--- config.mk ---
export PLATFORM = sky130hd
export DESIGN_NAME = quadrature_detent_decoder_flat
export DESIGN_NICKNAME = d
export VERILOG_FILES = /design/src/design/qdd_pkg.sv /design/src/design/qdd_stream_if.sv /design/src/design/quadrature_detent_decoder.sv /design/src/design/qdd_apb_regs.sv /design/src/design/qdd_lockout.sv /design/src/design/qdd_detent.sv /design/src/flat_wrapper.sv
export SDC_FILE = /design/constraint.sdc
export NUM_CORES = 1
export LEC_CHECK = 0
export ABC_AREA = 1
export BUFFER_PORTS_ARGS = -buffer_cell sky130_fd_sc_hd__buf_2
export CAP_MARGIN = 20
export CORE_MARGIN = 2
export CORE_UTILIZATION = 43
export DETAILED_ROUTE_END_ITERATION = 7
export PLACE_DENSITY = 0.8
export SLEW_MARGIN = 20
export SYNTH_ARGS = -nofsm -noshare
export SYNTH_HDL_FRONTEND = slang
export SYNTH_SLANG_ARGS = --single-unit
--- constraint.sdc ---
create_clock -name clk -period 0.9 [get_ports clk]
set_input_delay 0.045 -clock clk [delete_from_list [all_inputs] [get_ports clk]]
set_output_delay 0.045 -clock clk [all_outputs]
set_load 0.03 [all_outputs]
--- src/design/qdd_pkg.sv ---
// ---------------------------------------------------------------------------
// qdd_pkg
// Types, register codes and lookup functions shared by the quadrature
// detent decoder.
// ---------------------------------------------------------------------------
`default_nettype none

package qdd_pkg;

  localparam int NUM_ACTION_REGS = 3;
  localparam int APB_ADDR_W      = 4;
  localparam int APB_DATA_W      = 32;

  localparam logic [15:0] LOCKOUT_RESET = 16'd500;

  typedef enum logic [1:0] {
    ACT_VSCROLL = 2'd0,
    ACT_VOLUME  = 2'd1,
    ACT_HSCROLL = 2'd2
  } action_t;

  typedef enum logic [1:0] {
    REG_LOCKOUT = 2'd0,
    REG_ACTION0 = 2'd1,
    REG_ACTION1 = 2'd2,
    REG_ACTION2 = 2'd3
  } reg_idx_t;

  typedef logic [NUM_ACTION_REGS-1:0][1:0] action_regs_t;

  typedef struct packed {
    logic [15:0]  lockout_us;
    action_regs_t action;
  } cfg_t;

  typedef struct packed {
    logic [1:0]  enc_index;
    logic        level_a;
    logic        level_b;
    logic        lock_group;
    logic        new_event;
    logic [31:0] now_us;
  } in_item_t;

  typedef struct packed {
    logic [1:0] out_encoder;
    logic       direction_up;
    logic [1:0] action;
  } out_item_t;

  // Quadrature step for the index {previous AB, new AB}.
  function automatic logic signed [1:0] step_of(logic [3:0] idx);
    logic signed [1:0] s;
    unique case (idx) inside
      4'd1, 4'd7, 4'd8, 4'd14:  s = 2'sd1;
      4'd2, 4'd4, 4'd11, 4'd13: s = -2'sd1;
      default:                  s = 2'sd0;
    endcase
    return s;
  endfunction

  // Action of an encoder; encoders without a register and unused codes
  // fall back to vertical scroll.
  function automatic logic [1:0] action_of(action_regs_t regs, logic [1:0] enc);
    logic [1:0] a;
    a = (32'(enc) >= NUM_ACTION_REGS) ? ACT_VSCROLL : regs[enc];
    return (a > ACT_HSCROLL) ? ACT_VSCROLL : a;
  endfunction

endpackage

`default_nettype wire

--- src/design/qdd_stream_if.sv ---
// ---------------------------------------------------------------------------
// qdd_stream_if
// Valid/ready channel carrying one payload item per beat.
// ---------------------------------------------------------------------------
`default_nettype none

interface qdd_stream_if #(parameter type item_t = logic);
  logic  valid;
  logic  ready;
  item_t data;

  modport source (output valid, output data, input ready);
  modport sink   (input valid, input data, output ready);
endinterface

`default_nettype wire

--- src/design/quadrature_detent_decoder.sv ---
// ---------------------------------------------------------------------------
// quadrature_detent_decoder
// Detent decoder for several quadrature encoders with group lockout.
// ---------------------------------------------------------------------------
// The sample register takes a beat and the result register then loads its
// detent result once the output is free. Throughput: one sample per cycle
// unless out_ch stalls; the stages are separate, so a stall holds only the sample.
// Per-sample work is one 32-bit elapsed-time compare plus a 16-entry step lookup.
// Reset (rst, synchronous): empties both stages, sets every encoder's AB to 3
// and its count to 0, clears group times and verdicts, restores registers.
`default_nettype none

module quadrature_detent_decoder #(
  parameter int NUM_ENC    = 3,
  parameter int NUM_GROUPS = 2
) (
  input  wire logic                           clk,
  input  wire logic                           rst,
  input  wire logic                           psel,
  input  wire logic                           penable,
  input  wire logic                           pwrite,
  input  wire logic [qdd_pkg::APB_ADDR_W-1:0] paddr,
  input  wire logic [qdd_pkg::APB_DATA_W-1:0] pwdata,
  output logic      [qdd_pkg::APB_DATA_W-1:0] prdata,
  output logic                                pready,
  qdd_stream_if.sink                          in_ch,
  qdd_stream_if.source                        out_ch
);

  qdd_pkg::cfg_t      cfg;
  qdd_pkg::in_item_t  s1_data;
  logic               s1_valid;
  logic               out_free;
  logic               fire;
  logic               pass;
  logic               res_valid;
  qdd_pkg::out_item_t res;
  qdd_pkg::out_item_t out_data;
  logic               out_valid;

  qdd_apb_regs u_regs (
    .clk     (clk),
    .rst     (rst),
    .psel    (psel),
    .penable (penable),
    .pwrite  (pwrite),
    .paddr   (paddr),
    .pwdata  (pwdata),
    .prdata  (prdata),
    .pready  (pready),
    .cfg     (cfg)
  );

  assign out_free    = !out_valid || out_ch.ready;
  assign in_ch.ready = !s1_valid || out_free;
  assign fire        = s1_valid && out_free;

  always_ff @(posedge clk) begin
    if (rst) begin
      s1_valid <= 1'b0;
    end else if (in_ch.ready) begin
      s1_valid <= in_ch.valid;
    end
  end

  always_ff @(posedge clk) begin
    if (in_ch.valid && in_ch.ready) begin
      s1_data <= in_ch.data;
    end
  end

  qdd_lockout #(
    .NUM_GROUPS (NUM_GROUPS)
  ) u_lockout (
    .clk        (clk),
    .rst        (rst),
    .fire       (fire),
    .lock_group (s1_data.lock_group),
    .new_event  (s1_data.new_event),
    .now_us     (s1_data.now_us),
    .lockout_us (cfg.lockout_us),
    .pass       (pass)
  );

  qdd_detent #(
    .NUM_ENC (NUM_ENC)
  ) u_detent (
    .clk       (clk),
    .rst       (rst),
    .pass      (pass),
    .enc_index (s1_data.enc_index),
    .level_a   (s1_data.level_a),
    .level_b   (s1_data.level_b),
    .actions   (cfg.action),
    .res_valid (res_valid),
    .res       (res)
  );

  always_ff @(posedge clk) begin
    if (rst) begin
      out_valid <= 1'b0;
    end else if (out_free) begin
      out_valid <= res_valid;
    end
  end

  always_ff @(posedge clk) begin
    if (out_free) begin
      out_data <= res;
    end
  end

  assign out_ch.valid = out_valid;
  assign out_ch.data  = out_data;

  a_take_when_empty: assert property (@(posedge clk) disable iff (rst)
    !s1_valid |-> in_ch.ready)
    else $error("sample stage empty but input not ready");

  a_hold_on_stall: assert property (@(posedge clk) disable iff (rst)
    s1_valid && !out_free |=> s1_valid && $stable(s1_data))
    else $error("pending sample lost while result stalled");

  a_result_needs_fire: assert property (@(posedge clk) disable iff (rst)
    res_valid |-> fire)
    else $error("detent result without a processed sample");

  a_encoder_range: assert property (@(posedge clk) disable iff (rst)
    out_valid |-> (32'(out_data.out_encoder) < 32'(NUM_ENC)))
    else $error("result names a nonexistent encoder");

  a_action_code: assert property (@(posedge clk) disable iff (rst)
    out_valid |-> (out_data.action == qdd_pkg::ACT_VSCROLL ||
                   out_data.action == qdd_pkg::ACT_VOLUME ||
                   out_data.action == qdd_pkg::ACT_HSCROLL))
    else $error("result carries an undefined action code");

endmodule

`default_nettype wire

--- src/design/qdd_apb_regs.sv ---
// ---------------------------------------------------------------------------
// qdd_apb_regs
// APB register file: lockout time and the per-encoder action codes.
// ---------------------------------------------------------------------------
`default_nettype none

module qdd_apb_regs (
  input  wire logic                           clk,
  input  wire logic                           rst,
  input  wire logic                           psel,
  input  wire logic                           penable,
  input  wire logic                           pwrite,
  input  wire logic [qdd_pkg::APB_ADDR_W-1:0] paddr,
  input  wire logic [qdd_pkg::APB_DATA_W-1:0] pwdata,
  output logic      [qdd_pkg::APB_DATA_W-1:0] prdata,
  output logic                                pready,
  output qdd_pkg::cfg_t                       cfg
);

  qdd_pkg::reg_idx_t reg_idx;
  logic              wr_en;

  assign pready  = 1'b1;
  assign reg_idx = qdd_pkg::reg_idx_t'(paddr[3:2]);
  assign wr_en   = psel && penable && pwrite && pready;

  always_ff @(posedge clk) begin
    if (rst) begin
      cfg.lockout_us <= qdd_pkg::LOCKOUT_RESET;
      cfg.action[0]  <= qdd_pkg::ACT_VSCROLL;
      cfg.action[1]  <= qdd_pkg::ACT_VOLUME;
      cfg.action[2]  <= qdd_pkg::ACT_HSCROLL;
    end else if (wr_en) begin
      unique case (reg_idx)
        qdd_pkg::REG_LOCKOUT: cfg.lockout_us <= pwdata[15:0];
        qdd_pkg::REG_ACTION0: cfg.action[0]  <= pwdata[1:0];
        qdd_pkg::REG_ACTION1: cfg.action[1]  <= pwdata[1:0];
        qdd_pkg::REG_ACTION2: cfg.action[2]  <= pwdata[1:0];
        default: ;
      endcase
    end
  end

  always_comb begin
    unique case (reg_idx)
      qdd_pkg::REG_LOCKOUT: prdata = {16'd0, cfg.lockout_us};
      qdd_pkg::REG_ACTION0: prdata = {30'd0, cfg.action[0]};
      qdd_pkg::REG_ACTION1: prdata = {30'd0, cfg.action[1]};
      qdd_pkg::REG_ACTION2: prdata = {30'd0, cfg.action[2]};
      default:              prdata = '0;
    endcase
  end

endmodule

`default_nettype wire

--- src/design/qdd_lockout.sv ---
// ---------------------------------------------------------------------------
// qdd_lockout
// Per-group event lockout: decides whether a sample is passed on to the
// encoders and keeps each group's last accepted time and verdict.
// ---------------------------------------------------------------------------
`default_nettype none

module qdd_lockout #(
  parameter int NUM_GROUPS = 2
) (
  input  wire logic        clk,
  input  wire logic        rst,
  input  wire logic        fire,
  input  wire logic        lock_group,
  input  wire logic        new_event,
  input  wire logic [31:0] now_us,
  input  wire logic [15:0] lockout_us,
  output logic             pass
);

  logic [31:0]           last_time [NUM_GROUPS];
  logic [NUM_GROUPS-1:0] accepted;
  logic [NUM_GROUPS-1:0] hit;
  logic [31:0]           sel_time;
  logic                  sel_acc;
  logic                  grp_ok;
  logic [31:0]           elapsed;
  logic                  late;

  for (genvar g = 0; g < NUM_GROUPS; g++) begin : g_hit
    assign hit[g] = (32'(lock_group) == 32'(g));
  end

  always_comb begin
    sel_time = '0;
    sel_acc  = 1'b0;
    for (int g = 0; g < NUM_GROUPS; g++) begin
      if (hit[g]) begin
        sel_time = sel_time | last_time[g];
        sel_acc  = sel_acc | accepted[g];
      end
    end
  end

  // Samples naming a group that does not exist are dropped untouched.
  assign grp_ok  = |hit;
  assign elapsed = now_us - sel_time;
  assign late    = (elapsed >= {16'd0, lockout_us});
  assign pass    = fire && grp_ok && (new_event ? late : sel_acc);

  for (genvar g = 0; g < NUM_GROUPS; g++) begin : g_state
    always_ff @(posedge clk) begin
      if (rst) begin
        last_time[g] <= '0;
        accepted[g]  <= 1'b0;
      end else if (fire && hit[g] && new_event) begin
        accepted[g] <= late;
        if (late) begin
          last_time[g] <= now_us;
        end
      end
    end
  end

endmodule

`default_nettype wire

--- src/design/qdd_detent.sv ---
// ---------------------------------------------------------------------------
// qdd_detent
// Per-encoder quadrature state: step lookup, detent counting and the
// detent result for one passed sample.
// ---------------------------------------------------------------------------
`default_nettype none

module qdd_detent #(
  parameter int NUM_ENC = 3
) (
  input  wire logic                  clk,
  input  wire logic                  rst,
  input  wire logic                  pass,
  input  wire logic [1:0]            enc_index,
  input  wire logic                  level_a,
  input  wire logic                  level_b,
  input  wire qdd_pkg::action_regs_t actions,
  output logic                       res_valid,
  output qdd_pkg::out_item_t         res
);

  logic [1:0]        prev_ab [NUM_ENC];
  logic signed [1:0] count   [NUM_ENC];
  logic [NUM_ENC-1:0] hit;
  logic [1:0]        sel_prev;
  logic [1:0]        sel_count;
  logic signed [1:0] step;
  logic signed [2:0] sum;
  logic              up;
  logic              down;
  logic signed [1:0] count_next;

  for (genvar e = 0; e < NUM_ENC; e++) begin : g_hit
    assign hit[e] = (32'(enc_index) == 32'(e));
  end

  always_comb begin
    sel_prev  = '0;
    sel_count = '0;
    for (int e = 0; e < NUM_ENC; e++) begin
      if (hit[e]) begin
        sel_prev  = sel_prev | prev_ab[e];
        sel_count = sel_count | count[e];
      end
    end
  end

  assign step = qdd_pkg::step_of({sel_prev, level_a, level_b});
  assign sum  = {sel_count[1], sel_count} + {step[1], step};
  assign up   = (sum == 3'sd2);
  assign down = (sum == -3'sd2);
  // A full detent leaves the count at zero; otherwise it keeps the sum.
  assign count_next = (up || down) ? 2'sd0 : sum[1:0];

  assign res_valid        = pass && (|hit) && (up || down);
  assign res.out_encoder  = enc_index;
  assign res.direction_up = up;
  assign res.action       = qdd_pkg::action_of(actions, enc_index);

  for (genvar e = 0; e < NUM_ENC; e++) begin : g_state
    always_ff @(posedge clk) begin
      if (rst) begin
        prev_ab[e] <= 2'b11;
        count[e]   <= 2'sd0;
      end else if (pass && hit[e]) begin
        prev_ab[e] <= {level_a, level_b};
        count[e]   <= count_next;
      end
    end
  end

endmodule

`default_nettype wire
--- src/flat_wrapper.sv ---
// flat-port wrapper written by rule: the top's interface ports become plain ports
module quadrature_detent_decoder_flat 
#(
  parameter int NUM_ENC    = 3,
  parameter int NUM_GROUPS = 2
)
  (clk, rst, psel, penable, pwrite, paddr, pwdata, prdata, pready, in_ch_valid, in_ch_data, in_ch_ready, out_ch_valid, out_ch_data, out_ch_ready);
  qdd_stream_if in_ch_i ();
  qdd_stream_if out_ch_i ();
  input  wire logic clk;
  input  wire logic rst;
  input  wire logic psel;
  input  wire logic penable;
  input  wire logic pwrite;
  input  wire logic [qdd_pkg::APB_ADDR_W-1:0] paddr;
  input  wire logic [qdd_pkg::APB_DATA_W-1:0] pwdata;
  output logic      [qdd_pkg::APB_DATA_W-1:0] prdata;
  output logic pready;
  input wire logic [$bits(in_ch_i.valid)-1:0] in_ch_valid;
  input wire logic [$bits(in_ch_i.data)-1:0] in_ch_data;
  output wire logic [$bits(in_ch_i.ready)-1:0] in_ch_ready;
  output wire logic [$bits(out_ch_i.valid)-1:0] out_ch_valid;
  output wire logic [$bits(out_ch_i.data)-1:0] out_ch_data;
  input wire logic [$bits(out_ch_i.ready)-1:0] out_ch_ready;
  assign in_ch_i.valid = in_ch_valid;
  assign in_ch_i.data = in_ch_data;
  assign in_ch_ready = in_ch_i.ready;
  assign out_ch_valid = out_ch_i.valid;
  assign out_ch_data = out_ch_i.data;
  assign out_ch_i.ready = out_ch_ready;
  quadrature_detent_decoder #(.NUM_ENC(NUM_ENC), .NUM_GROUPS(NUM_GROUPS)) u_core (.clk(clk), .rst(rst), .psel(psel), .penable(penable), .pwrite(pwrite), .paddr(paddr), .pwdata(pwdata), .prdata(prdata), .pready(pready), .in_ch(in_ch_i), .out_ch(out_ch_i));
endmodule
==> impl_metrics.json <==
{
  "holdWs_ns": 0.0343,
  "synth-seq-cells": 23,
  "cts.sinks": 23,
  "holdCritStartpoint": "pwdata[15]",
  "r2r-start": "u_core.u_regs.cfg[9]",
  "crit_family": "flip-flops",
  "power_switching_uw": 660,
  "drive_gt1_share_pct": 41.1,
  "finClkSkew_ns": 0.000185,
  "rows": 20,
  "fp.dieArea_sq_mm": 0.00350,
  "dpl-instance-area_sq_mm": 0.00153,
  "coreArea_sq_mm": 0.00298,
  "violations": "setup timing",
  "drc": 0,
  "rrSetupSlack_ns": 0.19,
  "switching_share_pct": 32.0,
  "grt_overflow": 0,
  "final_cell_mix": "nand2_1 (40), nor2_1 (36), nand3_1 (22), buf_2 (22), conb_1 (19)",
  "synth_cell_types": 18,
  "grt_max_degree": 23,
  "pwr-share-comb_pct": 25.3,
  "cp_max_fo": 3,
  "max_freq_ghz": 0.956,
  "maxCapViolCount": 0,
  "cp-end-kind": "output pin",
  "cp-start-kind": "register",
  "syn2layout_area_growth_pct": 35.9,
  "required_ns": 0.85,
  "first_pass_iters": 4,
  "finalWirelength_um": 2840,
  "seqPwrFrac_pct": 51.3,
  "cts_tree": "yes",
  "antenna_found_initial": 0,
  "use_met2_pct": 31.0,
  "synth_top_area_share_pct": 35.2,
  "worstPathBufferInverterCount": 1,
  "clockBufferDepth": 2,
  "powerDensity_mw_per_mm2": 1160,
  "synth.avg_cell_area_sq_um": 6.54,
  "grt_pass1_vias": 1124,
  "clkPwrFrac_pct": 23.4,
  "crit_type": "reg -> out",
  "cts.htree.levels": 1,
  "hold_viol": 0,
  "ant_nets": 0,
  "root_buffer": "clkbuf_4",
  "num-nets-final": 298,
  "track_usage_pct": 17.3,
  "port_buffers": 39,
  "grt_use_met1_pct": 19.6,
  "synthTopCellsByArea": "dfxtp_1 (35%), buf_4 (12%), nand2_1 (12%), nor2_1 (12%), nand3_1 (8.4%)",
  "crit_slowest_cell": "dfxtp_2",
  "synth_area_leader_cell": "dfxtp_1",
  "vdd_drop_max_mv": 0.636,
  "routedWlPerCell_um": 9.92,
  "p_int_mw": 1.40,
  "via_count": 1263,
  "io_pins": 80,
  "start_util_pct": 43.9,
  "fin_area_sq_mm": 0.00178,
  "rsz0062_at_grt": "yes",
  "globalRoute.busiestLayer": "met2",
  "routed_via_density": 4.42,
  "n_antenna_cell": 0,
  "total_power_mw": 2.06,
  "yosys_warnings": 0,
  "synth_area_sq_mm": 0.00131,
  "hpwl_um": 1950,
  "max_stage_delay_ns": 0.39,
  "path_clk_slew_ns": 0.13,
  "p_leak_nw": 0.934,
  "status": "finished with violations",
  "startpoint": "u_core.u_regs.cfg[1]",
  "hp-class": "in -> reg",
  "path_cells": "nand2_2 -> nand4_1 -> buf_6",
  "cts_buffers": 3,
  "slew_viol_final": 0,
  "grt_pass1_wl_um": 4570,
  "period_share_pct": 116,
  "setup_violations": 16,
  "clk_latency_ns": 0.31,
  "yosysSeqAreaShare_pct": 35.2,
  "min_period_ns": 1.05,
  "syn_inst": 200,
  "arrival_ns": 1.00,
  "gp_congestion": 0.830,
  "die_w_um": 59.2,
  "layout.cells.most_common": "nand2_1",
  "die_y_um": 59.2,
  "worst_slack_ns": -0.146,
  "drtIter0Drc": 31,
  "grt_use_met3_pct": 2.84
}
==> power groups by stage <==
| stage | sequential (mW) | combinational [mW] | clock, mW |
|---|---|---|---|
| floorplan | 1.07 | 0.369 | 0 |
| global placement | 1.07 | 0.448 | 0 |
| detailed placement | 1.08 | 0.452 | 0 |
| CTS | 1.06 | 0.505 | 0.497 |
| global route | 1.06 | 0.568 | 0.543 |
| finish | 1.06 | 0.521 | 0.483 |
==> cells in the mapped netlist <==
cell,instances
inv_2,2
nor2_8,1
nand2_1,41
buf_2,1
inv_1,28
nor2_2,8
nor2_4,1
buf_4,21
nand3_2,1
buf_8,1
dfxtp_1,23
conb_1,2
clkbuf_1,2
nor2_1,41
nand3_1,22
o21ai_0,2
nand4_1,2
nand2_4,1
==> stage by stage <==
step           utilization (%)  setup WS, ns  TNS, ns  std cells
6_report                  59.7        -0.146    -1.30        286
5_1_grt                   59.7        -0.222    -2.19        286
4_1_cts                   58.0        -0.149    -1.57        286
3_5_place_dp              51.3       0.00308        0        271
3_3_place_gp              51.3        0.0185        0        271
2_1_floorplan                -        0.0795        0        217
==> state kept, by name, indices dropped and copies added (netlist names) <==
signal and flops:
u_core.out_ch.data 1, u_core.u_regs.cfg 22
==> what timing repair did <==
item | 4_1_cts | 5_1_grt
pin swaps | 16 | 2
hold buffers | 8 | 0
hold endpoints to repair | 8 | 0
cloned | 0 | 0
gates resized for setup | 40 | 25
setup endpoints to repair | 16 | 17
buffers inserted | 3 | 0
==> logic make-up after synthesis <==
group / Yosys count / share of synthesized area (%)
AOI/OAI and AO/OA: 2 / 0.765
and+or+nand+nor: 118 / 40.7
buffers and inverters: 55 / 22.8
other: 2 / 0.574
DFF: 23 / 35.2
==> final timing paths <==
check	end	depth (start not counted)
worst min-delay path	u_core.u_regs.cfg[21]	5
worst max register to register	u_core.u_regs.cfg[9]	3
worst max-delay path	prdata[1]	3
worst min register to register	u_core.out_ch.data	1
==> final cells by class <==
type	count	area (sq um)
multi-input cells	139	644
fillers	282	1200
flip-flops and latches	23	483
clock buffers	3	22.5
repair buffers	57	469
inverters	30	113
clock inverters	1	5.00
well taps	33	41.3
==> worst register-to-register path, cell delays in order, from the launching register on <==
cell and delay [ns]:
dfxtp_2 0.35, buf_4 0.13, nor2_2 0.11, nor2_2 0.04
==> metal layers <==
layer  routed length, um  vias to the layer above
met1                1160                      545
met4                  50                        0
met3                 158                        4
met5                   0                        -
met2                1470                       51
li1                    -                      663
Note: power is estimated with default switching activity, not from simulation.
